[src/rtl/imuty_pkg.sv]
package imuty_pkg;

    // cordic datapath widths
    localparam int TAB_LEN           = 24;
    localparam int DEF_CORDIC_STEPS  = 16;
    localparam int XW                = 27;
    localparam int ZW                = 25;
    localparam int MW                = 25;

    localparam logic signed [ZW-1:0] HALF_TURN    = 25'sd5898240;
    localparam logic [29:0]          INV_GAIN_Q30 = 30'd652032874;
    localparam logic signed [17:0]   ANGLE_LIMIT  = 18'sd46080;
    localparam logic signed [17:0]   ROLL_LIMIT   = 18'sd23040;
    localparam logic signed [17:0]   PITCH_LIMIT  = 18'sd11520;

    // configuration register indexes
    typedef enum logic [2:0] {
        CFG_PITCH_OFFSET  = 3'd0,
        CFG_ROLL_OFFSET   = 3'd1,
        CFG_FILTER_ALPHA  = 3'd2,
        CFG_GYRO_DEADBAND = 3'd3,
        CFG_YAW_GAIN      = 3'd4
    } t_cfg_idx;

    localparam logic [15:0] ALPHA_RST    = 16'd9830;
    localparam logic [14:0] DEADBAND_RST = 15'd66;
    localparam logic [23:0] GAIN_RST     = 24'd32786;

    // arctangent of 2^-i in 1/32768 degree
    function automatic logic [20:0] atan_entry(input logic [4:0] idx);
        logic [20:0] v;
        unique case (idx)
            5'd0:  v = 21'd1474560;
            5'd1:  v = 21'd870484;
            5'd2:  v = 21'd459940;
            5'd3:  v = 21'd233473;
            5'd4:  v = 21'd117189;
            5'd5:  v = 21'd58652;
            5'd6:  v = 21'd29333;
            5'd7:  v = 21'd14667;
            5'd8:  v = 21'd7334;
            5'd9:  v = 21'd3667;
            5'd10: v = 21'd1833;
            5'd11: v = 21'd917;
            5'd12: v = 21'd458;
            5'd13: v = 21'd229;
            5'd14: v = 21'd115;
            5'd15: v = 21'd57;
            5'd16: v = 21'd29;
            5'd17: v = 21'd14;
            5'd18: v = 21'd7;
            5'd19: v = 21'd4;
            5'd20: v = 21'd2;
            5'd21: v = 21'd1;
            default: v = 21'd0;
        endcase
        return v;
    endfunction

endpackage

[src/rtl/imuty_cordic.sv]
module imuty_cordic #(
    parameter int CORDIC_STEPS = imuty_pkg::DEF_CORDIC_STEPS
) (
    input  logic                             i_clk,
    input  logic                             i_rst_n,
    input  logic                             i_start,
    input  logic signed [imuty_pkg::XW-1:0]  i_x,
    input  logic signed [imuty_pkg::XW-1:0]  i_y,
    output logic                             o_done,
    output logic [imuty_pkg::MW-1:0]         o_mag,
    output logic signed [imuty_pkg::ZW-1:0]  o_angle
);
    localparam int NSTEP = (CORDIC_STEPS < imuty_pkg::TAB_LEN) ? CORDIC_STEPS
                                                               : imuty_pkg::TAB_LEN;

    logic                            r_busy;
    logic                            r_done;
    logic [4:0]                      r_i;
    logic signed [imuty_pkg::XW-1:0] r_x;
    logic signed [imuty_pkg::XW-1:0] r_y;
    logic signed [imuty_pkg::ZW-1:0] r_z;

    logic signed [imuty_pkg::XW-1:0] n_xs;
    logic signed [imuty_pkg::XW-1:0] n_ys;
    logic signed [imuty_pkg::ZW-1:0] n_at;

    // one micro-rotation per cycle
    always_comb begin
        n_xs = r_x >>> r_i;
        n_ys = r_y >>> r_i;
        n_at = $signed({4'b0000, imuty_pkg::atan_entry(r_i)});
    end

    // sequencing
    always_ff @(posedge i_clk) begin
        if (!i_rst_n) begin
            r_busy <= 1'b0;
            r_done <= 1'b0;
            r_i    <= 5'd0;
        end else begin
            r_done <= (i_start && i_x == '0 && i_y == '0) ||
                      (!i_start && r_busy && r_i == 5'(NSTEP - 1));
            if (i_start) begin
                r_i <= 5'd0;
                if (!(i_x == '0 && i_y == '0)) begin
                    r_busy <= 1'b1;
                end
            end else if (r_busy) begin
                r_i <= r_i + 5'd1;
                if (r_i == 5'(NSTEP - 1)) begin
                    r_busy <= 1'b0;
                end
            end
        end
    end

    // vector datapath
    always_ff @(posedge i_clk) begin
        if (i_start) begin
            if (i_x == '0 && i_y == '0) begin
                r_x <= '0;
                r_y <= '0;
                r_z <= '0;
            end else if (i_x[imuty_pkg::XW-1]) begin
                r_x <= -i_x;
                r_y <= -i_y;
                r_z <= i_y[imuty_pkg::XW-1] ? -imuty_pkg::HALF_TURN : imuty_pkg::HALF_TURN;
            end else begin
                r_x <= i_x;
                r_y <= i_y;
                r_z <= '0;
            end
        end else if (r_busy) begin
            if (!r_y[imuty_pkg::XW-1]) begin
                r_x <= r_x + n_ys;
                r_y <= r_y - n_xs;
                r_z <= r_z + n_at;
            end else begin
                r_x <= r_x - n_ys;
                r_y <= r_y + n_xs;
                r_z <= r_z - n_at;
            end
        end
    end

    assign o_done  = r_done;
    assign o_mag   = r_x[imuty_pkg::MW-1:0];
    assign o_angle = r_z;
endmodule

[config.mk]
export PLATFORM = sky130hd
export DESIGN_NAME = imuty_cordic
export DESIGN_NICKNAME = d
export VERILOG_FILES = /design/src/rtl/imuty_pkg.sv /design/src/rtl/imuty_cordic.sv
export SDC_FILE = /design/constraint.sdc
export NUM_CORES = 1
export LEC_CHECK = 0
export BUFFER_PORTS_ARGS = -buffer_cell sky130_fd_sc_hd__buf_4
export CAP_MARGIN = 15
export CORE_MARGIN = 2
export CORE_UTILIZATION = 25
export DETAILED_ROUTE_END_ITERATION = 12
export GPL_TIMING_DRIVEN = 0
export HOLD_SLACK_MARGIN = 0.12
export MAX_ROUTING_LAYER = met4
export SYNTH_ARGS = -nofsm -noshare
export SYNTH_HDL_FRONTEND = slang
export SYNTH_SLANG_ARGS = --single-unit
[constraint.sdc]
create_clock -name i_clk -period 8 [get_ports i_clk]
set_clock_uncertainty 0.2 [all_clocks]
set_input_delay 1.6 -clock i_clk [delete_from_list [all_inputs] [get_ports i_clk]]
set_output_delay 1.6 -clock i_clk [all_outputs]
set_load 0.01 [all_outputs]
==> flow_summary.ini, run 1 <==
[place]
dp_hpwl_um = 53200
port_buffers = 106
gp_congestion = 1.001
post-place-cells = 2512

[synth]
synthArstFlopShare_pct = 0
syn_nets = 1798
synth_seq_area_share_pct = 20.51
synth_area_per_cell_um2 = 8.695
synthCells = 1645
synth_top_cell_area_share_pct = 16.59
ys.warnings.count = 0
yosysTopAreaCell = edfxtp_1
synth_edf_count = 79
synth_ff_type = edfxtp_1
ys_top_cells_by_area = edfxtp_1 17%, mux4_2 11%, ha_1 8.1%
synth_area_um2 = 14300
synth_cell_types = 86
synth_seq_cells = 107

[clock_network]
cts_buffers = 9
cts_buffer_depth = 2
post_cts_buffers = 0
clkTransAtPathRegs_ns = 0.09
h-tree-depth = 3
cts_tree = built
cts-root-buf = clkbuf_16
insertion_delay_ns = 0.41
cts.sinks = 107

[global_route]
overflow = 0
antenna_found_initial = 2
grt_pass1_wl_um = 97640
grt_use_total_pct = 23.06
grt_pass1_vias = 14107
grt_max_degree = 46

[timing]
min_period_over_period_pct = 97.30
final_hold_viol_count = 0
rsz0062_at_grt = false
timing.fmax_ghz = 0.1285
maxSlewHeadroom_pct = 10.45
finalMaxSlewViolations = 0
worstMarginPinSlew_ns = 1.343
min_period_ns = 7.784
final-setup-viol-count = 0

[worst_setup_path]
crit_family = compound AO/OA/AOI/OAI gates
r2r-end = r_y[26]$_DFFE_PP_
r2r_start = r_i[1]$_SDFFE_PP0P_
slowest_stage = clkbuf_1
critical_path_required_ns = 7.93
cp_cell_sequence = buf_6 > buf_12 > buf_2 > clkbuf_1 > mux4_2 > a21bo_2 > mux2i_1 > o21ai_0 > nor4b_1 > and3b_1 > nor2_1 > xnor2_1 > ha_1 > a21oi_1 > nor2b_1 > nand4_1 > a41oi_1 > o21ai_0 > a31oi_1 > o21ai_0 > o41ai_1 > xnor2_1 > o21ai_0
cpMostUsedCell = o21ai_0
worstSetupPathType = reg -> reg
worst-r2r-setup-slack_ns = 0.22
critPathCaptureType = register
r2r_cells = 23
critPathMaxFanout = 10
slowest_delay_ns = 0.70
critPathBufInv = 4
cp_data_arrival_time_ns = 7.71
critPathLaunchType = register

[power_and_ir_drop]
p_leak_nw = 6.264
pwr_density_cell_nw_per_um2 = 496.8
total_power_mw = 8.171
peakVddDrop_uv = 211.7

[detailed_routing]
avgRoutedWirePerCell_um = 26.79
drtAntennaViolNets = 0
drt-initial-drc-count = 1337
drc = 0
wl_um = 67630
vias = 14622
viasPerCell = 5.793
drt_pass1_iterations = 5

[worst_hold_path]
min-delay-path-class = reg -> reg
hold_depth = 2
min_to = o_angle[0]$_SDFFCE_PP0P_
hp-start = n_at[0]$_DFF_P_

[final_layout]
nNetsFinal = 1915
area_growth_pct = 15.00
layout.cells.non_filler = 2524
multiInputGateArea_um2 = 10630
seq_area_um2 = 2933
n_fill_cell = 5992
final_layout_size_suffix_gt1_share_pct = 17.15

[floorplanning]
die_w_um = 243.2
start_util_pct = 25.32
row_count = 87
dieArea_um2 = 59140
io_pins = 108
core_region_area_um2 = 56500
die_h_um = 243.2

[run]
drv_cap = 0

[status]
status = complete, no violations
cell usage in the layout, fill, tap and decap left out, types with 50 or more instances in the layout:
master	n
mux4_2	68
a21oi_1	103
ha_1	93
o22ai_1	50
edfxtp_1	79
buf_4	134
nand2_1	138
xor2_1	89
clkbuf_1	57
nor2_1	141
xnor2_1	83
o21ai_0	104
synth_stat cells (27+ instances only):
cell type	count
o22ai_1	50
o21ai_0	104
mux2i_1	39
nand2_1	139
a21oi_1	103
dfxtp_1	28
mux4_2	68
nor3_1	31
clkbuf_1	61
xor2_1	89
edfxtp_1	79
buf_4	27
nor2_1	141
a21o_1	28
inv_1	42
ha_1	93
xnor2_1	83
final cells by class:
cell class / instances / area share (%)
clock inverter: 7 / 0.4032
buffer: 117 / 3.750
multi-input combinational: 1370 / 64.63
antenna: 1 / 0.01521
timing repair buffer: 111 / 5.180
sequential: 107 / 17.83
clock buffer: 9 / 1.369
inverter: 46 / 1.073
tap: 756 / 5.751
how the worst max path moves through the flow:
stage | start | to | slack [ns] | cells after the start
after floorplan | r_i[0]$_SDFFE_PP0P_ | r_x[24]$_DFFE_PP_ | 1.73 | 23
after global placement | r_i[3]$_SDFFE_PP0P_ | r_x[24]$_DFFE_PP_ | -1.28 | 22
after detailed placement | r_i[3]$_SDFFE_PP0P_ | r_x[24]$_DFFE_PP_ | -0.57 | 23
after CTS | r_i[1]$_SDFFE_PP0P_ | r_x[20]$_DFFE_PP_ | 0.09 | 27
after global routing | r_i[1]$_SDFFE_PP0P_ | r_x[26]$_DFFE_PP_ | 0.01 | 26
final | r_i[1]$_SDFFE_PP0P_ | r_y[26]$_DFFE_PP_ | 0.22 | 23
power breakdown:
group	leakage (nW)	switching, mW	internal (mW)	total (mW)
Combinational	5.07	3.49	2.72	6.21
Clock	0.147	0.269	0.222	0.491
Sequential	1.04	0.515	0.953	1.47
Total	6.26	4.28	3.90	8.17
metrics by stage:
step	cell area [um2]	util, %	hold WS [ns]	worst slack (ns)	TNS [ns]
2_1_floorplan	14300	-	0.4314	1.727	0
3_3_place_gp	16040	28.40	0.4745	-1.280	-13.50
3_5_place_dp	16120	28.53	0.5192	-0.5666	-3.471
4_1_cts	16420	29.06	0.5327	0.09019	0
5_1_grt	16450	29.11	0.5552	0.01430	0
6_report	16450	29.11	0.5284	0.2163	0
layer usage:
layer | global-route usage [%] | vias to the layer above | wire [um]
met5 | - | - | 0
met4 | 7.849 | 0 | 2479
met3 | 3.151 | 106 | 4604
met2 | 37.31 | 720 | 31390
met1 | 29.49 | 7302 | 29150
li1 | - | 6494 | -
timing repair:
| item | in CTS | in global routing |
|---|---|---|
| pin swaps | 0 | 1 |
| setup endpoints to repair | 14 | 7 |
| cloned | 0 | 0 |
| hold buffers | 0 | 0 |
| gates resized for setup | 5 | 17 |
tightest hold or removal path, stage by stage, from the launching register on:
cell and delay (ns):
dfxtp_1 0.39, ha_1 0.14, nor2_1 0.04
cells by family (layout without fill, tap and decap cells):
family | after synthesis | in the layout | share of synthesized area (%)
simple gates | 482 | 482 | 16.40
fa+ha+maj | 96 | 96 | 8.556
mux | 135 | 135 | 16.30
compound gates | 485 | 485 | 22.26
buf+inv | 168 | 290 | 5.450
xor+xnor | 172 | 172 | 10.53
flops | 107 | 107 | 20.51
other cells | 0 | 1 | 0
sequential cells by signal (all words and copies together), names as in the netlist:
register,cells
r_x,27
r_y,27
o_angle,25
n_at,21
r_i,5
o_done,1
r_busy,1
Note: power is estimated with default switching activity, not from simulation.
==> run 2, diff against run 1 <==
--- a/config.mk
+++ b/config.mk
@@ -8,11 +8,12 @@
 export BUFFER_PORTS_ARGS = -buffer_cell sky130_fd_sc_hd__buf_4
 export CAP_MARGIN = 15
 export CORE_MARGIN = 2
-export CORE_UTILIZATION = 25
+export CORE_UTILIZATION = 57
 export DETAILED_ROUTE_END_ITERATION = 12
 export GPL_TIMING_DRIVEN = 0
 export HOLD_SLACK_MARGIN = 0.12
 export MAX_ROUTING_LAYER = met4
+export PLACE_DENSITY = 0.76
 export SYNTH_ARGS = -nofsm -noshare
 export SYNTH_HDL_FRONTEND = slang
 export SYNTH_SLANG_ARGS = --single-unit
==> flow_summary.ini, run 2 (synthesis results as in run 1) <==
[floorplanning]
core_region_area_um2 = 24460
row_count = 57
die_h_um = 162.4
die_w_um = 162.4
io_pins = 108
start_util_pct = 58.47
dieArea_um2 = 26380

[timing]
finalMaxSlewViolations = 0
timing.fmax_ghz = 0.1290
min_period_over_period_pct = 96.89
setup_tns_ns = 0
min_period_ns = 7.752
final_hold_viol_count = 0
maxSlewHeadroom_pct = 18.97
final-setup-viol-count = 0
fin_ws_ns = 0.2484
rsz0062_at_grt = false
worstMarginPinSlew_ns = 1.185

[clock_network]
insertion_delay_ns = 0.39
h-tree-depth = 3
cts.sinks = 107
cts_buffer_depth = 2
cts_hold_buf = 0
cts-root-buf = clkbuf_16
cts_tree = built
clkTransAtPathRegs_ns = 0.09
cts_buffers = 9

[global_route]
overflow = 0
gr-usage-met1_pct = 56.22
grt_util_met2_pct = 67.60
grt_use_total_pct = 45.50
use_met3_pct = 11.82
antenna_found_initial = 1
busiest_layer = met2
grt_max_degree = 54
grt_pass1_vias = 14622
grt_pass1_wl_um = 87350

[place]
post-place-cells = 2079
pre_cts_slack_ns = -0.1961
gp_congestion = 1.170
port_buffers = 106
dp_hpwl_um = 45380

[detailed_routing]
drtAntennaViolNets = 0
avgRoutedWirePerCell_um = 27.96
wl_um = 58660
drt_pass1_iterations = 6
drt-initial-drc-count = 2078
viasPerCell = 7.254
drc = 0
vias = 15218

[worst_setup_path]
r2r_cells = 29
worstSetupPathType = reg -> reg
r2r-end = r_x[25]$_DFFE_PP_
critPathLaunchType = register
critical_path_required_ns = 7.90
slowest_delay_ns = 0.58
critPathCaptureType = register
slowest_stage = a2111oi_1
worst-r2r-setup-slack_ns = 0.25
critPathMaxFanout = 10
r2r_start = r_i[1]$_SDFFE_PP0P_
cp_data_arrival_time_ns = 7.65

[status]
status = complete, no violations

[power_and_ir_drop]
pwr_density_cell_nw_per_um2 = 511.9
total_power_mw = 8.151
p_leak_nw = 6.292
peakVddDrop_uv = 397.2

[final_layout]
postLayoutCoreUtil_pct = 65.09
final_cell_mix = 141 x nor2_1, 138 x nand2_1, 137 x buf_4
final_common_cell = nor2_1
area_growth_pct = 11.33
layout.cells.non_filler = 2098
nNetsFinal = 1921
final_layout_size_suffix_gt1_share_pct = 17.20

[run]
drv_cap = 0

[worst_hold_path]
hold_depth = 2
min_to = o_angle[0]$_SDFFCE_PP0P_
hp-start = n_at[0]$_DFF_P_
min-delay-path-class = reg -> reg
run 2: through the flow:
stage,instance area [um2],hold slack [ns]
final,15920,0.5143
after global routing,15920,0.5758
after CTS,15860,0.5122
after detailed placement,15550,0.4988
after global placement,15500,0.4703
after floorplan,14300,0.4314
run 2: worst max-delay path by stage:
stage / start / to / slack (ns) / cells past startpoint
global placement: r_i[0]$_SDFFE_PP0P_ / r_x[24]$_DFFE_PP_ / -0.05 / 24
CTS: r_i[0]$_SDFFE_PP0P_ / r_x[26]$_DFFE_PP_ / 0.04 / 23
floorplan: r_i[0]$_SDFFE_PP0P_ / r_x[24]$_DFFE_PP_ / 1.73 / 23
detailed placement: r_i[0]$_SDFFE_PP0P_ / r_x[26]$_DFFE_PP_ / -0.20 / 24
finish: r_i[1]$_SDFFE_PP0P_ / r_x[25]$_DFFE_PP_ / 0.25 / 29
global route: r_i[1]$_SDFFE_PP0P_ / r_x[24]$_DFFE_PP_ / 0.12 / 27
run 2: per-layer routing:
layer	wire length, um	vias up
li1	-	6491
met1	21370	7182
met2	25600	1258
met3	7708	287
met4	3973	0
met5	0	-
run 2: power breakdown:
group	internal, mW	switching (mW)
Combinational	2.72	3.52
Clock	0.227	0.272
Sequential	0.953	0.461
run 2: critical path, delay by kind of cell, from the launching register on:
kind,cells,cell delay (ns)
muxes,4,1.17
xor gates and xnor gates,1,0.21
AOI/OAI and AO/OA,11,2.31
buffers and inverters,8,1.98
DFF,1,0.41
and+or+nand+nor,3,0.57
adders and majority gates,2,0.60
run 2: final cells by class:
class	instances	area, um2
plain buffers	121	608.1
repair buffers	113	862.1
flip-flops and latches	107	2933
fillers	1992	8539
inverters	46	172.7
clock inverters	7	86.33
well taps	324	405.4
diodes	1	2.502
multi-input cells	1370	10630
clock buffers	9	225.2
run 2: what timing repair did:
item | in CTS | in global routing
resized for setup | 1 | 11
setup endpoints to repair | 4 | 14
pin swaps | 0 | 1
endpoints found under the hold margin | 0 | 0
buffers inserted | 0 | 2
==> run 3, diff against run 2 <==
--- a/config.mk
+++ b/config.mk
@@ -5,6 +5,7 @@
 export SDC_FILE = /design/constraint.sdc
 export NUM_CORES = 1
 export LEC_CHECK = 0
+export ABC_AREA = 1
 export BUFFER_PORTS_ARGS = -buffer_cell sky130_fd_sc_hd__buf_4
 export CAP_MARGIN = 15
 export CORE_MARGIN = 2
==> flow_summary.ini, run 3 <==
[global_route]
grt_max_degree = 45
overflow = 0
grt_pass1_wl_um = 89330
grt_use_total_pct = 45.44
grt_pass1_vias = 16194
antenna_found_initial = 0

[timing]
timing.fmax_ghz = 0.1739
min_period_over_period_pct = 71.88
worstMarginPinSlew_ns = 1.131
finalMaxSlewViolations = 0
setup_tns_ns = 0
final-setup-viol-count = 0
whs_ns = 0.5122
min_period_ns = 5.750
maxSlewHeadroom_pct = 24.60
rsz0062_at_grt = false
final_hold_viol_count = 0

[final_layout]
multiInputGateArea_um2 = 9913
area_growth_pct = 10.77
nNetsFinal = 2573
n_fill_cell = 2320
seq_area_um2 = 2933
postLayoutCoreUtil_pct = 64.53
final_cell_mix = 616 x nand2_1, 325 x nand3_1, 197 x inv_1
final_common_cell = nand2_1
final_layout_size_suffix_gt1_share_pct = 9.320
n_antenna_cell = 0

[detailed_routing]
drt-initial-drc-count = 2671
drt_pass1_iterations = 8
vias = 17313
drc = 0
viasPerCell = 6.298
wl_um = 59180
drtAntennaViolNets = 0
avgRoutedWirePerCell_um = 21.53

[worst_hold_path]
hold_depth = 2
min_to = o_angle[0]$_SDFFCE_PP0P_
min-delay-path-class = reg -> reg
hp-start = n_at[0]$_DFF_P_

[power_and_ir_drop]
p_comb_share_pct = 77.7
intPower_mw = 3.208
pwr_density_cell_nw_per_um2 = 484.7
power.share.switching_pct = 58.07
p_leak_nw = 7.633
p_sw_mw = 4.443
clkPwrFrac_pct = 6.2
pwr-share-seq_pct = 16.1
peakVddDrop_uv = 299.6

[floorplanning]
start_util_pct = 58.26
die_w_um = 162.1
row_count = 57
core_region_area_um2 = 24460
io_pins = 108
dieArea_um2 = 26280
die_h_um = 162.1

[worst_setup_path]
worstSetupPathType = reg -> reg
r2r_cells = 20
critPathMaxFanout = 10
r2r_start = r_y[26]$_DFFE_PP_
critPathCaptureType = register
worst-r2r-setup-slack_ns = 2.25
critical_path_required_ns = 7.90
critPathLaunchType = register
cp_data_arrival_time_ns = 5.65
r2r-end = r_y[19]$_DFFE_PP_

[synth]
synthArstFlopShare_pct = 0
synth_seq_cells = 107
synth_area_um2 = 14250
synth_ff_type = edfxtp_1
synth_edf_count = 79
ys_top_cells_by_area = edfxtp_1 17%, nand2_1 16%, nand3_1 11%
synth_top_cell_area_share_pct = 16.65
synth_seq_area_share_pct = 20.58
yosys-top-cells-count = 617 x nand2_1, 325 x nand3_1, 197 x inv_1, 189 x nor2_1, 173 x o21ai_0
synthCells = 2302
synth_most_common_cell = nand2_1
ys.warnings.count = 0
yosysTopAreaCell = edfxtp_1
syn_nets = 2455
synth_cell_types = 57
synth_area_per_cell_um2 = 6.191

[clock_network]
cts_resized = 0
insertion_delay_ns = 0.38
cts-root-buf = clkbuf_16
cts_hold_buf = 0
h-tree-depth = 3
post_cts_buffers = 0
clkTransAtPathRegs_ns = 0.09
cts_tree = built
cts_buffer_depth = 2
cts_buffers = 9
cts.sinks = 107

[place]
port_buffers = 106
gp_congestion = 1.058
dp_hpwl_um = 46900

[status]
status = complete, no violations

[run]
drv_cap = 0
-- run 3: cell types whose count changed after synthesis, moves of 31 or more --
| cell | delta |
|---|---|
| nand3_1 | +304 |
| mux2i_1 | -37 |
| a21oi_1 | +49 |
| o21ai_0 | +69 |
| xnor2_1 | -41 |
| nand2_1 | +478 |
| clkbuf_1 | -31 |
| inv_1 | +155 |
| nor2_1 | +48 |
| o22ai_1 | -48 |
| mux4_2 | -68 |
-- run 3: worst max path at each step --
stage,from,endpoint,slack (ns),cells after the start
after floorplan,i_start,o_angle[0]$_SDFFCE_PP0P_,3.57,4
after global placement,i_start,r_x[26]$_DFFE_PP_,1.85,5
after detailed placement,r_y[26]$_DFFE_PP_,r_y[19]$_DFFE_PP_,2.62,20
after CTS,r_y[26]$_DFFE_PP_,r_y[19]$_DFFE_PP_,2.59,20
after global routing,r_i[3]$_SDFFE_PP0P_,r_x[24]$_DFFE_PP_,2.15,26
final,r_y[26]$_DFFE_PP_,r_y[19]$_DFFE_PP_,2.25,20
-- run 3: final cells by class --
cell class,count,area share (%)
Clock inverter,7,0.4676
Buffer,111,4.010
Multi-Input combinational cell,1877,62.80
Tap cell,324,2.568
Clock buffer,9,1.427
Timing Repair Buffer,107,5.215
Inverter,207,4.938
Sequential cell,107,18.58
-- run 3: power by group through the flow --
| stage | Sequential [mW] | Clock (mW) | Combinational (mW) |
|---|---|---|---|
| 3_5_place_dp | 1.22 | 0 | 5.66 |
| 6_report | 1.23 | 0.475 | 5.95 |
| 5_1_grt | 1.23 | 0.482 | 6.52 |
| 3_3_place_gp | 1.22 | 0 | 5.50 |
| 4_1_cts | 1.21 | 0.470 | 5.71 |
| 2_1_floorplan | 1.11 | 0 | 4.10 |
-- run 3: critical path, cell delays in order (launching register included) --
cell and delay [ns]:
edfxtp_1 0.36, buf_2 0.20, inv_2 0.39, clkbuf_1 0.85
clkbuf_1 0.80, nand2_1 0.08, o21ai_0 0.33, ha_1 0.37
nand3_1 0.08, nand3_1 0.09, inv_1 0.08, nor2_1 0.04
nor2_1 0.19, inv_1 0.15, a21oi_1 0.32, inv_1 0.08
a21oi_1 0.22, o21ai_0 0.13, or2_2 0.29, nand3_1 0.08
o21ai_0 0.11
-- run 3: cell families after synthesis --
family | Yosys count | share of synthesized area, %
xor+xnor | 116 | 7.129
flops | 107 | 20.58
compound gates | 433 | 16.87
fa+ha+maj | 96 | 8.587
simple gates | 1230 | 36.79
buf+inv | 318 | 9.912
mux | 2 | 0.1405
-- run 3: per-stage QoR --
step                power (mW)  instance area, um2  setup slack, ns  cells
detailed placement       6.879               15490            2.625   2733
floorplan                5.204               14250            3.569   2302
global placement         6.712               15450            1.853   2732
CTS                      7.389               15790            2.587   2749
global route             8.228               15790            2.154   2749
finish                   7.651               15790            2.250   2749
-- run 3: metal layers --
layer	up-vias	GRT usage (%)	part of all wire, %
met1	7866	56.35	39
met5	-	-	0
met2	1199	67.56	42
met3	254	11.75	13
met4	0	24.94	6.4
li1	7994	-	-
